[src/sv/mme_pkg.sv]
// ----------------------------------------------------------------------------
// mme_pkg
// Shared types and constants of the matrix multiply engine: command codes,
// default sizes, the beat that walks the cell chain and the store write bus.
// ----------------------------------------------------------------------------
package mme_pkg;

    // default matrix geometry and element width
    localparam int ROWS_DEFAULT          = 4;
    localparam int INNER_DEFAULT         = 4;
    localparam int COLS_DEFAULT          = 4;
    localparam int ELEMENT_WIDTH_DEFAULT = 16;

    // field widths fixed by the stream format
    localparam int CMD_W       = 2;
    localparam int FIELD_IDX_W = 2;
    localparam int VALUE_W     = 16;
    localparam int ACC_W       = 32;

    // internal row / column counters cover up to eight rows or columns
    localparam int IDX_W = 3;

    // command codes
    localparam logic [CMD_W-1:0] CMD_LOAD_LEFT  = 2'd0;
    localparam logic [CMD_W-1:0] CMD_LOAD_RIGHT = 2'd1;
    localparam logic [CMD_W-1:0] CMD_COMPUTE    = 2'd2;

    // one product element in flight along the chain
    typedef struct packed {
        logic             valid;
        logic             last;
        logic [IDX_W-1:0] row;
        logic [IDX_W-1:0] col;
        logic [ACC_W-1:0] psum;
    } token_t;

    // store write request to one cell
    typedef struct packed {
        logic                   left_we;
        logic                   right_we;
        logic [FIELD_IDX_W-1:0] addr;
        logic [VALUE_W-1:0]     value;
    } wr_t;

endpackage

[src/sv/matrix_multiply_engine_unit.sv]
// ----------------------------------------------------------------------------
// matrix_multiply_engine_unit
// Integer matrix multiplier built as a chain of INNER multiply-accumulate
// cells; cell n holds left column n and right row n.
// ----------------------------------------------------------------------------
// output: after a compute beat the first product element passes the sequencer
//   state, the INNER cells and the output register, then one element a cycle
//   while the output is taken
// input: loads one a cycle while no compute run is in flight; a compute beat
//   blocks input until the sequencer walk is done and the chain has drained
// reset: both matrix stores clear to zero, chain and output register empty
// ----------------------------------------------------------------------------
module matrix_multiply_engine_unit
    import mme_pkg::*;
#(
    parameter int ROWS          = ROWS_DEFAULT,
    parameter int INNER         = INNER_DEFAULT,
    parameter int COLS          = COLS_DEFAULT,
    parameter int ELEMENT_WIDTH = ELEMENT_WIDTH_DEFAULT
)
(
    input  logic        clk,
    input  logic        rst_n,
    input  logic        s_axis_tvalid,
    output logic        s_axis_tready,
    input  logic [23:0] s_axis_tdata,  // row_index[1:0], col_index[3:2], element_value[19:4]
    input  logic [1:0]  s_axis_tuser,  // command[1:0]
    output logic        m_axis_tvalid,
    input  logic        m_axis_tready,
    output logic [39:0] m_axis_tdata,  // out_row[1:0], out_col[3:2], product_value[35:4]
    output logic        m_axis_tlast   // last_of_run
);

    logic [CMD_W-1:0]       command;
    logic [FIELD_IDX_W-1:0] row_index;
    logic [FIELD_IDX_W-1:0] col_index;
    logic [VALUE_W-1:0]     element_value;
    logic                   in_beat;
    logic                   left_ok;
    logic                   right_ok;
    logic                   en;
    logic                   seq_running;
    logic                   chain_busy;
    logic                   start;
    wr_t                    wr [INNER];
    token_t                 tok [INNER+1];
    token_t                 tail;

    logic                   m_valid_reg;
    logic [FIELD_IDX_W-1:0] m_row_reg;
    logic [FIELD_IDX_W-1:0] m_col_reg;
    logic [ACC_W-1:0]       m_prod_reg;
    logic                   m_last_reg;

    // input beat fields
    assign command       = s_axis_tuser;
    assign row_index     = s_axis_tdata[1:0];
    assign col_index     = s_axis_tdata[3:2];
    assign element_value = s_axis_tdata[19:4];

    assign in_beat  = s_axis_tvalid && s_axis_tready;
    assign left_ok  = (int'(row_index) < ROWS) && (int'(col_index) < INNER);
    assign right_ok = (int'(row_index) < INNER) && (int'(col_index) < COLS);
    assign start    = in_beat && (command == CMD_COMPUTE);

    // chain advances unless the output register holds an untaken beat
    assign en = !m_valid_reg || m_axis_tready;

    // accept only with the chain drained so loads never race a compute run
    always_comb
    begin
        chain_busy = 1'b0;
        for (int n = 1; n <= INNER; n++)
        begin
            chain_busy = chain_busy || tok[n].valid;
        end
    end

    assign s_axis_tready = !seq_running && !chain_busy;

    // route a load to the cell that owns the element
    always_comb
    begin
        for (int n = 0; n < INNER; n++)
        begin
            wr[n].left_we  = in_beat && (command == CMD_LOAD_LEFT) && left_ok
                             && (int'(col_index) == n);
            wr[n].right_we = in_beat && (command == CMD_LOAD_RIGHT) && right_ok
                             && (int'(row_index) == n);
            wr[n].addr     = (command == CMD_LOAD_LEFT) ? row_index : col_index;
            wr[n].value    = element_value;
        end
    end

    mme_seq #(
        .ROWS (ROWS),
        .COLS (COLS)
    ) u_seq (
        .clk     (clk),
        .rst_n   (rst_n),
        .start   (start),
        .en      (en),
        .running (seq_running),
        .tok     (tok[0])
    );

    // multiply-accumulate chain
    for (genvar g = 0; g < INNER; g++)
    begin : g_cell
        mme_cell #(
            .ROWS          (ROWS),
            .COLS          (COLS),
            .ELEMENT_WIDTH (ELEMENT_WIDTH)
        ) u_cell (
            .clk     (clk),
            .rst_n   (rst_n),
            .en      (en),
            .wr      (wr[g]),
            .tok_in  (tok[g]),
            .tok_out (tok[g+1])
        );
    end

    assign tail = tok[INNER];

    // output register
    always_ff @(posedge clk or negedge rst_n)
    begin
        if (!rst_n)
        begin
            m_valid_reg <= 1'b0;
        end
        else if (en)
        begin
            m_valid_reg <= tail.valid;
        end
    end

    always_ff @(posedge clk)
    begin
        if (en)
        begin
            m_row_reg  <= tail.row[FIELD_IDX_W-1:0];
            m_col_reg  <= tail.col[FIELD_IDX_W-1:0];
            m_prod_reg <= tail.psum;
            m_last_reg <= tail.last;
        end
    end

    assign m_axis_tvalid = m_valid_reg;
    assign m_axis_tdata  = {4'b0000, m_prod_reg, m_col_reg, m_row_reg};
    assign m_axis_tlast  = m_last_reg;

    // a compute beat starts the sequencer
    a_start_runs: assert property (@(posedge clk) disable iff (!rst_n)
        start |=> seq_running)
        else $error("compute beat did not start the sequencer");

    // no input accepted while elements are in flight
    a_no_accept_busy: assert property (@(posedge clk) disable iff (!rst_n)
        (seq_running || chain_busy) |-> !s_axis_tready)
        else $error("input accepted during a compute run");

    // the marked element is the bottom-right one
    a_last_corner: assert property (@(posedge clk) disable iff (!rst_n)
        (m_axis_tvalid && m_axis_tlast) |->
            ((m_row_reg == FIELD_IDX_W'(ROWS - 1)) && (m_col_reg == FIELD_IDX_W'(COLS - 1))))
        else $error("last_of_run on a wrong element");

    // a stalled output holds the chain
    a_stall_holds: assert property (@(posedge clk) disable iff (!rst_n)
        !en |=> $stable(tail.valid) && $stable(tail.psum))
        else $error("chain moved during an output stall");

endmodule

[src/sv/mme_cell.sv]
// ----------------------------------------------------------------------------
// mme_cell
// One multiply-accumulate cell. Holds column n of the left matrix and row n
// of the right matrix, adds its product term to the passing partial sum and
// hands the beat to the next cell.
// ----------------------------------------------------------------------------
module mme_cell
    import mme_pkg::*;
#(
    parameter int ROWS          = ROWS_DEFAULT,
    parameter int COLS          = COLS_DEFAULT,
    parameter int ELEMENT_WIDTH = ELEMENT_WIDTH_DEFAULT
)
(
    input  logic   clk,
    input  logic   rst_n,
    input  logic   en,
    input  wr_t    wr,
    input  token_t tok_in,
    output token_t tok_out
);

    localparam int ROW_W = (ROWS > 1) ? $clog2(ROWS) : 1;
    localparam int COL_W = (COLS > 1) ? $clog2(COLS) : 1;

    logic signed [ELEMENT_WIDTH-1:0]   left_col_reg  [ROWS];
    logic signed [ELEMENT_WIDTH-1:0]   right_row_reg [COLS];
    logic signed [ELEMENT_WIDTH-1:0]   left_op;
    logic signed [ELEMENT_WIDTH-1:0]   right_op;
    logic signed [2*ELEMENT_WIDTH-1:0] prod;
    token_t                            tok_reg;
    token_t                            tok_next;

    // local store writes
    always_ff @(posedge clk or negedge rst_n)
    begin
        if (!rst_n)
        begin
            for (int k = 0; k < ROWS; k++)
            begin
                left_col_reg[k] <= '0;
            end
            for (int k = 0; k < COLS; k++)
            begin
                right_row_reg[k] <= '0;
            end
        end
        else
        begin
            for (int k = 0; k < ROWS; k++)
            begin
                if (wr.left_we && (int'(wr.addr) == k))
                begin
                    left_col_reg[k] <= wr.value[ELEMENT_WIDTH-1:0];
                end
            end
            for (int k = 0; k < COLS; k++)
            begin
                if (wr.right_we && (int'(wr.addr) == k))
                begin
                    right_row_reg[k] <= wr.value[ELEMENT_WIDTH-1:0];
                end
            end
        end
    end

    // product term for the passing element, wrapped into the partial sum
    always_comb
    begin
        left_op        = left_col_reg[tok_in.row[ROW_W-1:0]];
        right_op       = right_row_reg[tok_in.col[COL_W-1:0]];
        prod           = left_op * right_op;
        tok_next       = tok_in;
        tok_next.psum  = tok_in.psum + ACC_W'(prod);
    end

    // hand off to the neighbor
    always_ff @(posedge clk or negedge rst_n)
    begin
        if (!rst_n)
        begin
            tok_reg <= '0;
        end
        else if (en)
        begin
            tok_reg <= tok_next;
        end
    end

    assign tok_out = tok_reg;

endmodule

[src/sv/mme_seq.sv]
// ----------------------------------------------------------------------------
// mme_seq
// Compute sequencer. Walks the product matrix in row-major order and feeds
// one element a cycle, while the chain is not held, into the head of the cell chain.
// ----------------------------------------------------------------------------
module mme_seq
    import mme_pkg::*;
#(
    parameter int ROWS = ROWS_DEFAULT,
    parameter int COLS = COLS_DEFAULT
)
(
    input  logic   clk,
    input  logic   rst_n,
    input  logic   start,
    input  logic   en,
    output logic   running,
    output token_t tok
);

    localparam int ROW_W = (ROWS > 1) ? $clog2(ROWS) : 1;
    localparam int COL_W = (COLS > 1) ? $clog2(COLS) : 1;
    localparam logic [ROW_W-1:0] ROW_LAST = ROW_W'(ROWS - 1);
    localparam logic [COL_W-1:0] COL_LAST = COL_W'(COLS - 1);

    typedef enum logic [1:0] {
        ST_IDLE = 2'b01,
        ST_RUN  = 2'b10
    } state_t;

    state_t           state_reg;
    state_t           state_next;
    logic [ROW_W-1:0] i_reg;
    logic [ROW_W-1:0] i_next;
    logic [COL_W-1:0] j_reg;
    logic [COL_W-1:0] j_next;
    logic             last;

    assign last = (i_reg == ROW_LAST) && (j_reg == COL_LAST);

    // next state and counter advance
    always_comb
    begin
        state_next = state_reg;
        i_next     = i_reg;
        j_next     = j_reg;
        unique case (state_reg)
            ST_IDLE:
            begin
                if (start)
                begin
                    state_next = ST_RUN;
                    i_next     = '0;
                    j_next     = '0;
                end
            end
            ST_RUN:
            begin
                if (en)
                begin
                    if (last)
                    begin
                        state_next = ST_IDLE;
                    end
                    else if (j_reg == COL_LAST)
                    begin
                        j_next = '0;
                        i_next = i_reg + 1'b1;
                    end
                    else
                    begin
                        j_next = j_reg + 1'b1;
                    end
                end
            end
            default:
            begin
                state_next = ST_IDLE;
            end
        endcase
    end

    always_ff @(posedge clk or negedge rst_n)
    begin
        if (!rst_n)
        begin
            state_reg <= ST_IDLE;
            i_reg     <= '0;
            j_reg     <= '0;
        end
        else
        begin
            state_reg <= state_next;
            i_reg     <= i_next;
            j_reg     <= j_next;
        end
    end

    // element entering the chain
    always_comb
    begin
        running   = (state_reg == ST_RUN);
        tok.valid = running;
        tok.last  = last;
        tok.row   = IDX_W'(i_reg);
        tok.col   = IDX_W'(j_reg);
        tok.psum  = '0;
    end

endmodule

[config.mk]
export PLATFORM = sky130hd
export DESIGN_NAME = matrix_multiply_engine_unit
export DESIGN_NICKNAME = d
export VERILOG_FILES = /design/src/sv/mme_pkg.sv /design/src/sv/matrix_multiply_engine_unit.sv /design/src/sv/mme_cell.sv /design/src/sv/mme_seq.sv
export SDC_FILE = /design/constraint.sdc
export NUM_CORES = 2
export LEC_CHECK = 0
export BUFFER_PORTS_ARGS = -buffer_cell sky130_fd_sc_hd__buf_2
export CORE_ASPECT_RATIO = 1.5
export CORE_MARGIN = 2
export CORE_UTILIZATION = 45
export DETAILED_ROUTE_END_ITERATION = 16
export GPL_TIMING_DRIVEN = 0
export PLACE_DENSITY = 0.65
export SYNTH_ARGS = -nofsm -noshare
export SYNTH_HDL_FRONTEND = slang
export SYNTH_SLANG_ARGS = --single-unit
[constraint.sdc]
create_clock -name clk -period 7.3 [get_ports clk]
set_input_delay 0.365 -clock clk [delete_from_list [all_inputs] [get_ports clk]]
set_output_delay 0.365 -clock clk [all_outputs]
set_load 0.01 [all_outputs]
# Word level (Yosys, flattened, before mapping)
# Index checks and enable logic that the tools add are counted.
# totals
register_bits	708
inputBits	30
output_inout_bits	43
word_cells	204
# op_classes
n_addsub	5
multipliers	4
magnitude_cmp	8
eq_ne	20
n_mux	38
bitwise	8
n_reduce_logical	61
# op_table
operator	count
binary-select mux 16 bit (select 2 bit)	8
two-way mux 16 bit	16
multiplier 16 x 16 -> 32 bit	4
adder 32 bit	3
logical AND 1 bit	46
>= comparator 3 bit (second input constant)	8
inverter 2 -> 3 bit	8
two-way mux 2 bit	11
equality test 2 bit (second input constant)	10
one-hot mux 2 bit (2 select lines)	3
equality test 2 x 1 -> 1 bit (second input constant)	5
logical NOT 2 bit	4
inequality test 2 bit (second input constant)	3
AND reduction 5 bit	1
adder 2 x 1 -> 2 bit (second input constant)	2
logical OR 1 bit	4
inequality test 2 x 1 -> 1 bit (second input constant)	2
AND reduction 4 bit	1
logical NOT 1 bit	3
AND reduction 3 bit	1
nonzero test 2 bit	1

# Depth between registers and ports, before layout
# depth
ltp_word	9
ltp_mapped	30

# Cells and area by module
# A second synthesis with hierarchy kept.
# hier_totals
hier_cells	7018
hier_area_um2	74280.0
# by_module_without_submodules
mod	n_inst	cells_per_inst	area_per_inst_um2
mme_cell at g_cell[1].u_cell ...	2	1726	18087.3
mme_cell at g_cell[0].u_cell	1	1726	18108.6
mme_cell at g_cell[3].u_cell	1	1703	18054.8
matrix_multiply_engine_unit	1	68	1341.3
mme_seq	1	69	600.6

# Worst setup path after synthesis
# OpenSTA, ideal clock, no wires.
# synth_path
path_type	register to register
start	register g_cell[2].u_cell.tok_reg (netlist bit g_cell[2].u_cell.tok_out[32])
end	register g_cell[3].u_cell.tok_reg (netlist bit g_cell[3].u_cell.tok_out[30])
setup_ps	133
t_arrival_ps	7498
t_required_ps	7167
path_slack_ps	-332
path_stages_with_launch	29
path_buffers	4
synth_period_minus_slack_ps	7632
path_cell_list	dfrtp_1 > clkbuf_1 > clkbuf_1 > buf_1 > nand2_1 > o21a_1 > clkbuf_1 > nand2_1 > inv_1 > fa_1 > inv_1 > fa_1 > inv_1 > fa_1 > fa_1 > fa_1 > inv_1 > fa_1 > inv_1 > ha_1 > o211a_1 > and3_1 > a221o_1 > o21ai_0 > o311ai_1 > or4_1 > a31oi_1 > xor2_1 > o21ai_0
# synth_between
elab_chain_cells	6
# synth_rtl
element	line	text
start: declaration	mme_cell.sv:31	token_t tok_reg;
start signal: assignment	mme_cell.sv:86	tok_reg <= tok_next;
inverter 2 -> 3 bit (not written as such)	mme_cell.sv:71	right_op = right_row_reg[tok_in.col[COL_W-1:0]];
binary-select mux 16 bit (select 2 bit)	mme_cell.sv:71	
two-way mux 16 bit (not written as such) (2 in series)	mme_cell.sv:71	
multiplier 16 x 16 -> 32 bit	mme_cell.sv:72	prod = left_op * right_op;
adder 32 bit	mme_cell.sv:74	tok_next.psum = tok_in.psum + ACC_W'(prod);
end signal: assignment	mme_cell.sv:86	
end: declaration	mme_cell.sv:31	
# No other way between the ends. The select of a mux whose other input is x is not followed.
# A chain may end at the register's enable or synchronous reset.

# Worst setup path after layout
# layout_path
start	register g_cell[2].u_cell.tok_reg (netlist bit g_cell[2].u_cell.tok_out[35])
end	register g_cell[3].u_cell.tok_reg (netlist bit g_cell[3].u_cell.tok_out[30])
# layout_between
elab_chain_cells	6
# layout_rtl
element	line	text
inverter 2 -> 3 bit (not written as such)	mme_cell.sv:70	left_op = left_col_reg[tok_in.row[ROW_W-1:0]];
binary-select mux 16 bit (select 2 bit)	mme_cell.sv:70	
two-way mux 16 bit (not written as such) (2 in series)	mme_cell.sv:70	
multiplier 16 x 16 -> 32 bit	mme_cell.sv:72	
adder 32 bit	mme_cell.sv:74	
# No other way between the ends. The select of a mux whose other input is x is not followed.

==> flow_summary.yaml <==
sta:
  period_share_pct: 99.48
  finalHoldViolCount: 0
  timing.final.max_slew_violations: 0
  finalWorstSetupSlack_ns: 0.03831
  max_freq_ghz: 0.1377
  fin_tns_setup_ns: 0
  setup_viol: 0
  maxSlewHeadroom_pct: 1.321
  worstMarginPinSlew_ns: 1.480
  fin_skew_ns: 0.05236
  rsz0062_at_grt: "true"
  period_needed_ns: 7.262
setup_path:
  crit_family: "adder cells"
  critPathRequiredTime_ns: 7.83
  reg2reg_slack_ns: 0.04
  slowest_stage: "fa_2"
  startpoint_type: "flip-flop"
  crit_chain: "buf_4 > mux2_2 > o21ai_4 > nor2_1 > fa_1 > inv_1 > fa_1 > inv_1 > fa_1 > fa_1 > fa_1 > inv_1 > fa_2 > inv_1 > ha_1 > a21o_1 > a21o_1 > a21oi_2 > o311ai_4 > or4_1 > a31oi_1 > xor2_1 > o21ai_1"
  worst-setup-path-type: "flip-flop to flip-flop"
  r2r_cells: 23
  critical_path.most_common_cell: "fa_1"
  r2r-end: "g_cell[3].u_cell.tok_out[30]$_DFFE_PN0N_"
  path_buf_inv: 5
  worstPathArrival_ns: 7.79
  crit_path_end_kind: "flip-flop"
  path_depth: 23
  rr_startpoint: "g_cell[2].u_cell.tok_out[35]$_DFFE_PN0N_"
  critPathMaxFanout: 10
  critPathMaxStageDelay_ns: 0.66
yosys:
  async_reset_ff_share_pct: 94.77
  synth-edff-count: 37
  ys_dominant_reg_cell: "dfrtp_1"
  synth_seq_cells: 708
  netlist_area_um2: 71680
  synth_warnings: 0
  yosysTopAreaCell: "fa_1"
  synthesis.instances: 6907
  netlist_top_cells_area: "fa_1, dfrtp_1, mux2_2, inv_1, ha_1"
  synth-seq-area-share_pct: 24.98
  avgSynthCellArea_um2: 10.38
  synth_cell_type_count: 79
  synth.top_cell.area_share_pct: 31.78
pwr:
  p_per_area_nw_per_um2: 302.8
  vdd_ir_drop_max_uv: 554.2
  total_leakage_power_uw: 0.04024
floorplanning:
  start_util_pct: 45.27
  io_pins: 73
  die_x_um: 329.9
  rows: 179
  core_region_area_um2: 158300
  die_area_um2: 162600
  die_h_um: 492.8
worst_hold_path:
  hp-start: "s_axis_tdata[9]"
  hold_path.class: "input pin to flip-flop"
  min_to: "g_cell[2].u_cell.left_col_reg[21]$_DFFE_PN0P_"
  hold_depth: 2
routing:
  drt-total-wl_um: 222100
  wl_per_cell_um: 23.87
  drt_iter0_markers: 3099
  ant_nets: 0
  via_per_inst: 5.445
  via_count: 50680
  firstDrtPassIters: 5
  drc: 0
finish:
  final_cell_mix: "inv_1, fa_1, nand2_1, dfrtp_1, mux2_2"
  layout_commonest_cell: "inv_1"
  stdcell_area_um2: 81200
  num-fill-cells: 14190
  drive_gt1_share_pct: 20.88
  final_nets: 8712
  area_growth_pct: 13.28
global_route:
  grt_max_degree: 127
  grt_pass1_vias: 56170
  met2_usage_pct: 50.46
  grt_util_all_layers_pct: 27.84
  grt_use_met3_pct: 3.457
  antenna_found_initial: 6
  grt_first_pass_wirelength_um: 336000
  top_usage_layer: "met2"
  overflow: 0
  met1_usage_pct: 28.67
clock_tree:
  h-tree-depth: 3
  clock-sinks: 708
  cts_made_buffers: 73
  clk_path_buf_depth: 3
  cts_root_buffer: "clkbuf_16"
  clkTransAtPathRegs_ns: 0.06
  clk_latency_ns: 0.71
  cts_tree: "yes"
placement:
  place_ws_ns: -2.238
  hpwl_um: 178200
  finalWeightedCongestion: 1.001
  placed_area_um2: 74820
  io_buffers: 62
flow_run:
  max_cap_violations: 0
outcome:
  outcome: "completed"
stage by stage:
step / hold slack (ns) / std cells / util [%] / power (µW)
after floorplan: 0.06941 / 6910 / - / 14450
after global placement: 0.4321 / 9053 / 47.12 / 18780
after detailed placement: 0.2436 / 9061 / 47.25 / 19070
after CTS: 0.0002139 / 9229 / 50.19 / 23790
after global routing: 0.04444 / 9304 / 51.28 / 26450
final: 0.04381 / 9307 / 51.28 / 24580
cells in the mapped netlist (5+ instances only):
library cell and number:
o211ai_1 9, ha_1 378, o21bai_1 13, nor2_1 572, or2_2 10, nor2b_1 29
clkbuf_1 233, xor2_1 52, inv_1 1317, buf_1 23, a21oi_1 126, a21boi_0 5
edfxtp_1 37, mux2_2 609, nand2b_1 54, buf_2 41, o21a_1 77, o31ai_1 13
mux2i_1 94, xnor2_1 98, a211o_1 5, a21o_1 40, dfrtp_1 670, a211oi_1 18
mux4_2 34, nor2_2 8, o21ai_1 75, fa_1 1138, nand3_1 27, nor3_1 17
nand2_1 768, o21ai_0 134, nand4_1 7, and3_1 14, and2_1 80, a31oi_1 9
worst max-delay path by stage:
stage	start	endpoint	slack, ns
finish	g_cell[2].u_cell.tok_out[35]$_DFFE_PN0N_	g_cell[3].u_cell.tok_out[30]$_DFFE_PN0N_	0.04
global route	g_cell[2].u_cell.tok_out[32]$_DFFE_PN0N_	g_cell[3].u_cell.tok_out[30]$_DFFE_PN0N_	-0.15
floorplan	u_seq.j_reg[1]$_DFFE_PN0P_	g_cell[0].u_cell.tok_out[31]$_DFFE_PN0N_	0.01
CTS	g_cell[1].u_cell.tok_out[33]$_DFFE_PN0N_	g_cell[2].u_cell.tok_out[28]$_DFFE_PN0N_	-0.07
global placement	rst_n	g_cell[0].u_cell.right_row_reg[24]$_DFFE_PN0P_	-8.48
detailed placement	g_cell[1].u_cell.tok_out[33]$_DFFE_PN0N_	g_cell[2].u_cell.tok_out[28]$_DFFE_PN0N_	-2.24
where the power goes:
part	internal (µW)	total, µW	switching, µW
Combinational	6260	15200	8920
Sequential	4870	5520	652
Clock	2110	3880	1770
layout make-up:
class                   count  area, µm²  share of cell area [%]
clock buffers             104       2043                   2.516
inverters                1318       4971                   6.122
diodes                      4      10.01                 0.01233
flip-flops and latches    708      17920                   22.06
repair buffers            238       1966                   2.421
well taps                2081       2604                   3.207
multi-input cells        4583      49620                   61.10
plain buffers             244       1665                   2.051
clock inverters            27      409.1                  0.5039
cell families (layout without fill, tap and decap cells):
family / count (synthesis) / count (layout) / share of synthesized area (%)
AO/OA/AOI/OAI: 569 / 570 / 4.947
flip-flops: 708 / 708 / 24.98
adder cells (fa/ha/maj): 1516 / 1516 / 38.38
other: 1 / 8 / 0.005231
buffers and inverters: 1620 / 1931 / 8.577
AND/OR/NAND/NOR: 1606 / 1606 / 9.335
multiplexers: 737 / 737 / 11.95
XOR/XNOR: 150 / 150 / 1.833
layer usage:
layer  routed length, µm  up-vias
li1                    -    21860
met1               73790    26500
met2              115700     1609
met3               10350      703
met4               22280        0
met5                   0        -
repair_timing:
action                                  4_1_cts  5_1_grt
pin swaps                                    39       77
hold buffers                                  4        0
setup buffers                                83       78
gates resized for setup                     478      343
endpoints found under the setup margin       89       37
gates cloned                                  1        3
endpoints found under the hold margin        72        0
Note: power is estimated with default switching activity, not from simulation.
